--- src/sv/rsmt_pkg.sv ---
// Package for the random sample multiset table.
// Holds the transaction structs, mode and error codes, and the control state type.
package rsmt_pkg;

    localparam logic [1:0] MODE_INSERT = 2'd0;
    localparam logic [1:0] MODE_REMOVE = 2'd1;
    localparam logic [1:0] MODE_SAMPLE = 2'd2;
    localparam logic [1:0] MODE_UNUSED = 2'd3;

    localparam logic [1:0] ERR_NONE  = 2'd0;
    localparam logic [1:0] ERR_FULL  = 2'd1;
    localparam logic [1:0] ERR_EMPTY = 2'd2;

    localparam int RND_W = 32;
    localparam int VAL_W = 32;

    typedef struct packed {
        logic [1:0]              mode;
        logic signed [VAL_W-1:0] value;
        logic [RND_W-1:0]        random_word;
    } req_t;

    typedef struct packed {
        logic                    flag;
        logic signed [VAL_W-1:0] sample_value;
        logic [1:0]              error;
    } rsp_t;

    typedef enum logic [2:0] {
        ST_IDLE,
        ST_DIV,
        ST_SCAN,
        ST_MOVE,
        ST_FIN
    } state_t;

endpackage

--- src/sv/random_sample_multiset_table.sv ---
// Random sample multiset table: DEPTH entries in a ring of cells rotated past one head port.
// Insert makes at most one rotation of the ring, remove up to two, sample a bit-serial modulo
// then one rotation; one transaction at a time.
// Reset clears the entry count and control; cell contents stay undefined until written.
// Depends on rsmt_pkg and rsmt_cell.
module random_sample_multiset_table #(
    parameter int DEPTH = 64
) (
    input  logic           clk,
    input  logic           rst_n,
    input  logic           req_valid,
    output logic           req_stall,
    input  rsmt_pkg::req_t req,
    output logic           rsp_valid,
    input  logic           rsp_stall,
    output rsmt_pkg::rsp_t rsp
);
    import rsmt_pkg::*;

    localparam int IW = (DEPTH > 1) ? $clog2(DEPTH) : 1;
    localparam int CW = $clog2(DEPTH + 1);
    localparam int BW = $clog2(RND_W);

    logic [VAL_W-1:0] q [DEPTH];
    logic             shift;
    logic             wr;
    logic [VAL_W-1:0] wdata;

    state_t           state_reg, state_next;
    logic [CW-1:0]    count_reg, count_next;
    logic [IW-1:0]    step_reg, step_next;
    logic [BW-1:0]    bit_reg, bit_next;
    logic [1:0]       op_reg, op_next;
    logic [VAL_W-1:0] key_reg, key_next;
    logic [RND_W-1:0] rnd_reg, rnd_next;
    logic [CW-1:0]    rem_reg, rem_next;
    logic [IW-1:0]    idx_reg, idx_next;
    logic [VAL_W-1:0] last_reg, last_next;
    logic             found_reg, found_next;
    rsp_t             pend_reg, pend_next;
    rsp_t             rsp_reg, rsp_next;
    logic             rsp_valid_reg, rsp_valid_next;

    logic [CW:0]      trial;
    logic             occ;
    logic             hit;
    logic             last_step;

    genvar k;
    generate
        for (k = 0; k < DEPTH; k++)
        begin : g_ring
            rsmt_cell u_cell (
                .clk   (clk),
                .shift (shift),
                .wr    ((k == DEPTH - 1) ? wr : 1'b0),
                .d     ((k == DEPTH - 1) ? q[0] : q[(k + 1) % DEPTH]),
                .wdata (wdata),
                .q     (q[k])
            );
        end
    endgenerate

    assign req_stall = (state_reg != ST_IDLE);
    assign rsp_valid = rsp_valid_reg;
    assign rsp       = rsp_reg;

    always_comb
    begin
        state_next     = state_reg;
        count_next     = count_reg;
        step_next      = step_reg;
        bit_next       = bit_reg;
        op_next        = op_reg;
        key_next       = key_reg;
        rnd_next       = rnd_reg;
        rem_next       = rem_reg;
        idx_next       = idx_reg;
        last_next      = last_reg;
        found_next     = found_reg;
        pend_next      = pend_reg;
        rsp_next       = rsp_reg;
        rsp_valid_next = rsp_valid_reg;
        shift          = 1'b0;
        wr             = 1'b0;
        wdata          = key_reg;
        trial          = {rem_reg, rnd_reg[RND_W-1]};
        occ            = (CW'(step_reg) < count_reg);
        hit            = occ && (q[0] == key_reg);
        last_step      = (step_reg == IW'(DEPTH - 1));

        if (rsp_valid_reg && !rsp_stall)
        begin
            rsp_valid_next = 1'b0;
        end

        case (state_reg)
            ST_IDLE:
            begin
                if (req_valid)
                begin
                    op_next    = req.mode;
                    key_next   = req.value;
                    rnd_next   = req.random_word;
                    step_next  = '0;
                    bit_next   = '0;
                    rem_next   = '0;
                    found_next = 1'b0;
                    pend_next  = '0;
                    case (req.mode)
                        MODE_INSERT:
                        begin
                            if (count_reg == CW'(DEPTH))
                            begin
                                pend_next.error = ERR_FULL;
                                state_next      = ST_FIN;
                            end
                            else
                            begin
                                state_next = ST_SCAN;
                            end
                        end
                        MODE_REMOVE:
                        begin
                            state_next = ST_SCAN;
                        end
                        MODE_SAMPLE:
                        begin
                            if (count_reg == '0)
                            begin
                                pend_next.error = ERR_EMPTY;
                                state_next      = ST_FIN;
                            end
                            else
                            begin
                                state_next = ST_DIV;
                            end
                        end
                        default:
                        begin
                            state_next = ST_FIN;
                        end
                    endcase
                end
            end
            ST_DIV:
            begin
                if (trial >= {1'b0, count_reg})
                begin
                    rem_next = CW'(trial - {1'b0, count_reg});
                end
                else
                begin
                    rem_next = CW'(trial);
                end
                rnd_next = {rnd_reg[RND_W-2:0], 1'b0};
                bit_next = bit_reg + 1'b1;
                if (bit_reg == BW'(RND_W - 1))
                begin
                    state_next = ST_SCAN;
                end
            end
            ST_SCAN:
            begin
                shift     = 1'b1;
                step_next = last_step ? '0 : step_reg + 1'b1;
                case (op_reg)
                    MODE_INSERT:
                    begin
                        if (hit)
                        begin
                            found_next = 1'b1;
                        end
                        if (CW'(step_reg) == count_reg)
                        begin
                            wr = 1'b1;
                        end
                        if (last_step)
                        begin
                            pend_next.flag = !found_next;
                            count_next     = count_reg + 1'b1;
                            state_next     = ST_FIN;
                        end
                    end
                    MODE_REMOVE:
                    begin
                        if (hit && !found_reg)
                        begin
                            found_next = 1'b1;
                            idx_next   = step_reg;
                        end
                        if (CW'(step_reg) == count_reg - 1'b1)
                        begin
                            last_next = q[0];
                        end
                        if (last_step)
                        begin
                            state_next = found_next ? ST_MOVE : ST_FIN;
                        end
                    end
                    default:
                    begin
                        if (step_reg == rem_reg[IW-1:0])
                        begin
                            pend_next.sample_value = q[0];
                        end
                        if (last_step)
                        begin
                            state_next = ST_FIN;
                        end
                    end
                endcase
            end
            ST_MOVE:
            begin
                shift     = 1'b1;
                wdata     = last_reg;
                wr        = (step_reg == idx_reg);
                step_next = last_step ? '0 : step_reg + 1'b1;
                if (last_step)
                begin
                    pend_next.flag = 1'b1;
                    count_next     = count_reg - 1'b1;
                    state_next     = ST_FIN;
                end
            end
            ST_FIN:
            begin
                if (!(rsp_valid_reg && rsp_stall))
                begin
                    rsp_next       = pend_reg;
                    rsp_valid_next = 1'b1;
                    state_next     = ST_IDLE;
                end
            end
            default:
            begin
                state_next = ST_IDLE;
            end
        endcase
    end

    always_ff @(posedge clk or negedge rst_n)
    begin
        if (!rst_n)
        begin
            state_reg     <= ST_IDLE;
            count_reg     <= '0;
            step_reg      <= '0;
            bit_reg       <= '0;
            rsp_valid_reg <= 1'b0;
        end
        else
        begin
            state_reg     <= state_next;
            count_reg     <= count_next;
            step_reg      <= step_next;
            bit_reg       <= bit_next;
            rsp_valid_reg <= rsp_valid_next;
        end
    end

    always_ff @(posedge clk)
    begin
        op_reg    <= op_next;
        key_reg   <= key_next;
        rnd_reg   <= rnd_next;
        rem_reg   <= rem_next;
        idx_reg   <= idx_next;
        last_reg  <= last_next;
        found_reg <= found_next;
        pend_reg  <= pend_next;
        rsp_reg   <= rsp_next;
    end
endmodule

--- src/sv/rsmt_cell.sv ---
// One storage cell of the rotating entry ring.
// Takes its neighbor's entry on each shift; the tail cell can take a write instead. Uses rsmt_pkg.
module rsmt_cell (
    input  logic                           clk,
    input  logic                           shift,
    input  logic                           wr,
    input  logic [rsmt_pkg::VAL_W-1:0]     d,
    input  logic [rsmt_pkg::VAL_W-1:0]     wdata,
    output logic [rsmt_pkg::VAL_W-1:0]     q
);
    import rsmt_pkg::*;

    logic [VAL_W-1:0] q_reg;
    logic [VAL_W-1:0] q_next;

    always_comb
    begin
        q_next = q_reg;
        if (shift)
        begin
            q_next = wr ? wdata : d;
        end
    end

    always_ff @(posedge clk)
    begin
        q_reg <= q_next;
    end

    assign q = q_reg;
endmodule
--- config.mk ---
export PLATFORM = sky130hd
export DESIGN_NAME = random_sample_multiset_table
export DESIGN_NICKNAME = d
export VERILOG_FILES = /design/src/sv/rsmt_pkg.sv /design/src/sv/random_sample_multiset_table.sv /design/src/sv/rsmt_cell.sv
export SDC_FILE = /design/constraint.sdc
export NUM_CORES = 1
export LEC_CHECK = 0
export BUFFER_PORTS_ARGS = -buffer_cell sky130_fd_sc_hd__clkbuf_2
export CAP_MARGIN = 10
export CORE_MARGIN = 5
export CORE_UTILIZATION = 43
export CTS_CLUSTER_SIZE = 40
export DETAILED_ROUTE_END_ITERATION = 8
export PLACE_DENSITY = 0.59
export REMOVE_ABC_BUFFERS = 1
export SYNTH_ARGS = -nofsm -noshare
export SYNTH_HDL_FRONTEND = slang
export SYNTH_HIERARCHICAL = 1
export SYNTH_SLANG_ARGS = --single-unit
--- constraint.sdc ---
create_clock -name clk -period 52.6 [get_ports clk]
set_input_delay 2.63 -clock clk [delete_from_list [all_inputs] [get_ports clk]]
set_output_delay 2.63 -clock clk [all_outputs]
set_load 0.02 [all_outputs]
==> flow_metrics.py <==
metrics = {
    "outcome": {
        "status": "complete, no violations",
    },
    "placed_design": {
        "gp_congestion": 0.751,
        "dpl_cell_area_um2": 106000,
        "portBuffers": 106,
        "placed_cells": 8224,
        "hpwlAfterDp_mm": 99.8,
    },
    "clock_network": {
        "htreeDepth": 4,
        "cts_made_buffers": 231,
        "root_buffer": "clkbuf_16",
        "clk_pin_slew_worst_paths_ns": 0.07,
        "cts_tree": "yes",
        "cts_buffer_depth": 3,
        "post-cts-setup-buffer-count": 0,
        "postCtsResizedCells": 0,
        "hold_buffers": 0,
        "cts.sinks": 2252,
        "clk_latency_ns": 0.86,
    },
    "synthesis": {
        "netlist-cell-type-count": 53,
        "ys_ff_latch": 2252,
        "synth_top_area_share_pct": 63.6,
        "syn_avg_cell_area_um2": 20.7,
        "syn_inst": 5099,
        "syn_area_um2": 105000,
        "ys.flop_type": "edfxtp_1",
        "synth-edff-count": 2230,
        "async_reset_ff_share_pct": 0.977,
        "ys_seq_area_share_pct": 64.1,
        "yosys_warnings": 6,
        "synth_common_cells": "edfxtp_1, mux2_4, nand2_1, buf_12, mux2_2",
        "synth.most_common_cell": "edfxtp_1",
        "synth_top_area_cell": "edfxtp_1",
        "synth.top_cells.by_area": "edfxtp_1, mux2_4, buf_12",
    },
    "layout": {
        "multi_input_area_um2": 33600,
        "area_delta_synth_final_pct": 7.56,
        "final_net_count": 5346,
        "regArea_um2": 67500,
        "largest_reg_flops": 2048,
        "layout-drive-gt1-share_pct": 46.8,
        "final_cells": 8657,
        "num-fill-cells": 20200,
        "stdcell_area_um2": 113000,
    },
    "sta": {
        "skew_ns": 0.0422,
        "setup_violations": 0,
        "slew_headroom_pct": 25.5,
        "fin_crit_ns": 6.46,
        "finalHoldViolations": 0,
        "finalCritPeriodShare_pct": 12.3,
        "slew_viol_final": 0,
        "worstMarginPinSlew_ns": 1.12,
        "tns_ns": 0,
        "fmax_ghz": 0.155,
        "rsz0062_at_grt": "false",
        "fin_hold_ws_ns": 0.407,
    },
    "critical_path": {
        "crit_chain": "or2b_1, inv_8, buf_4, buf_4, buf_4, buf_4, buf_4",
        "cp_data_required_time_ns": 53.04,
        "worstPathMaxFanout": 99,
        "cpMostUsedCell": "buf_4",
        "path_buf_inv": 6,
        "cp.arrival_ns": 6.89,
        "cpPeakStageDelay_ns": 0.97,
        "path_class": "register to register",
        "endpoint_kind": "register",
        "worst_path_max_delay_cell": "buf_4",
        "cp_top_family": "buffers and inverters",
        "start_kind": "register",
    },
    "global_routing": {
        "grt_pass1_wl_mm": 298,
        "grt_usage_pct": 14.8,
        "grt_pass1_vias": 46200,
        "grt_max_degree": 175,
        "antenna_found_initial": 1,
        "gr-total-overflow": 0,
    },
    "power": {
        "powerDensity_nw_per_um2": 63.4,
        "ir_worst_vdd_mv": 0.0469,
        "p_leak_nw": 44.2,
    },
    "floorplan": {
        "coreArea_um2": 243000,
        "dieArea_um2": 255000,
        "die_w_um": 505,
        "fp.dieH_um": 505,
        "rows": 181,
        "io_pins": 107,
        "initial_core_util_pct": 43.3,
    },
    "drt": {
        "via_count": 45000,
        "drt_iter0_markers": 3622,
        "wirelength_mm": 197,
        "dr.pass1.iters": 6,
        "drc_errors": 0,
        "via_per_inst": 5.20,
        "wire_per_inst_um": 22.7,
        "ant_nets": 0,
    },
    "job": {
        "drv_cap": 0,
    },
    "hold_path": {
        "hold_path.class": "register to register",
    },
}
[cell families after synthesis]
| kind of cell | count (synthesis) | share of synthesized area [%] |
|---|---|---|
| buffers and inverters | 300 | 4.51 |
| XOR/XNOR | 63 | 0.524 |
| AO/OA/AOI/OAI | 63 | 0.394 |
| AND/OR/NAND/NOR | 349 | 1.48 |
| other | 1 | 0.00356 |
| flip-flops | 2252 | 64.1 |
| adder cells (fa/ha/maj) | 20 | 0.245 |
| multiplexers | 2051 | 28.8 |
[power breakdown]
group	internal, mW	switching (mW)	total [mW]
Combinational	1.02	0.946	1.97
Sequential	3.31	0.323	3.63
Clock	0.897	0.686	1.58
[per-layer routing]
metal / GRT usage (%) / share of wire [%] / up-vias
met4: 3.59 / 1.8 / 0
met3: 2.58 / 4.5 / 272
li1: - / - / 20000
met2: 22.1 / 44 / 873
met1: 22.6 / 50 / 23800
met5: 0 / 0 / -
[final cells by class]
cell class	instances	share of cell area [%]
multi-input combinational	2609	29.6
sequential	2252	59.6
tap	3202	3.54
clock buffer	283	5.29
inverter	16	0.0596
clock inverter	148	1.14
antenna	1	0.00221
timing repair buffer	146	0.766
[worst paths after layout]
| path | slack [ns] | end | start | cells after the start |
|---|---|---|---|---|
| max | 46.14 | g_ring[31].u_cell/q[27]$_DFFE_PP_ | state_reg[2]$_DFFE_PN0P_ | 7 |
| min | 0.41 | rsp[2]$_DFFE_PP_ | pend_reg[2]$_DFFE_PP_ | 0 |
| max reg2reg | 46.14 | g_ring[31].u_cell/q[27]$_DFFE_PP_ | state_reg[2]$_DFFE_PN0P_ | 7 |
| min reg2reg | 0.41 | rsp[2]$_DFFE_PP_ | pend_reg[2]$_DFFE_PP_ | 0 |
| max in group asynchronous | 50.40 | bit_reg[1]$_DFFE_PN0P_ | rst_n | 1 |
| min in group asynchronous | 1.77 | count_reg[1]$_DFFE_PN0P_ | rst_n | 1 |
[metrics by stage]
stage	power, mW	util (%)	setup WS (ns)
global route	7.53	46.5	45.75
CTS	7.26	46.5	46.13
floorplan	5.83	-	18.43
global placement	5.59	43.5	46.32
detailed placement	5.60	43.5	46.18
finish	7.18	46.5	46.14
[cell usage in the layout, fill, tap and decap left out, types with 23 or more instances in the layout]
cell,count
buf_4,37
xnor2_1,23
clkinv_1,67
clkbuf_2,106
clkbuf_1,51
mux2_4,1920
clkinv_2,41
xor2_1,40
clkbuf_16,232
and2_1,32
nand2_1,190
nand2_4,30
mux2_2,128
conb_1,63
nor2_1,28
edfxtp_1,2230
(Power assumes the default switching activity.)
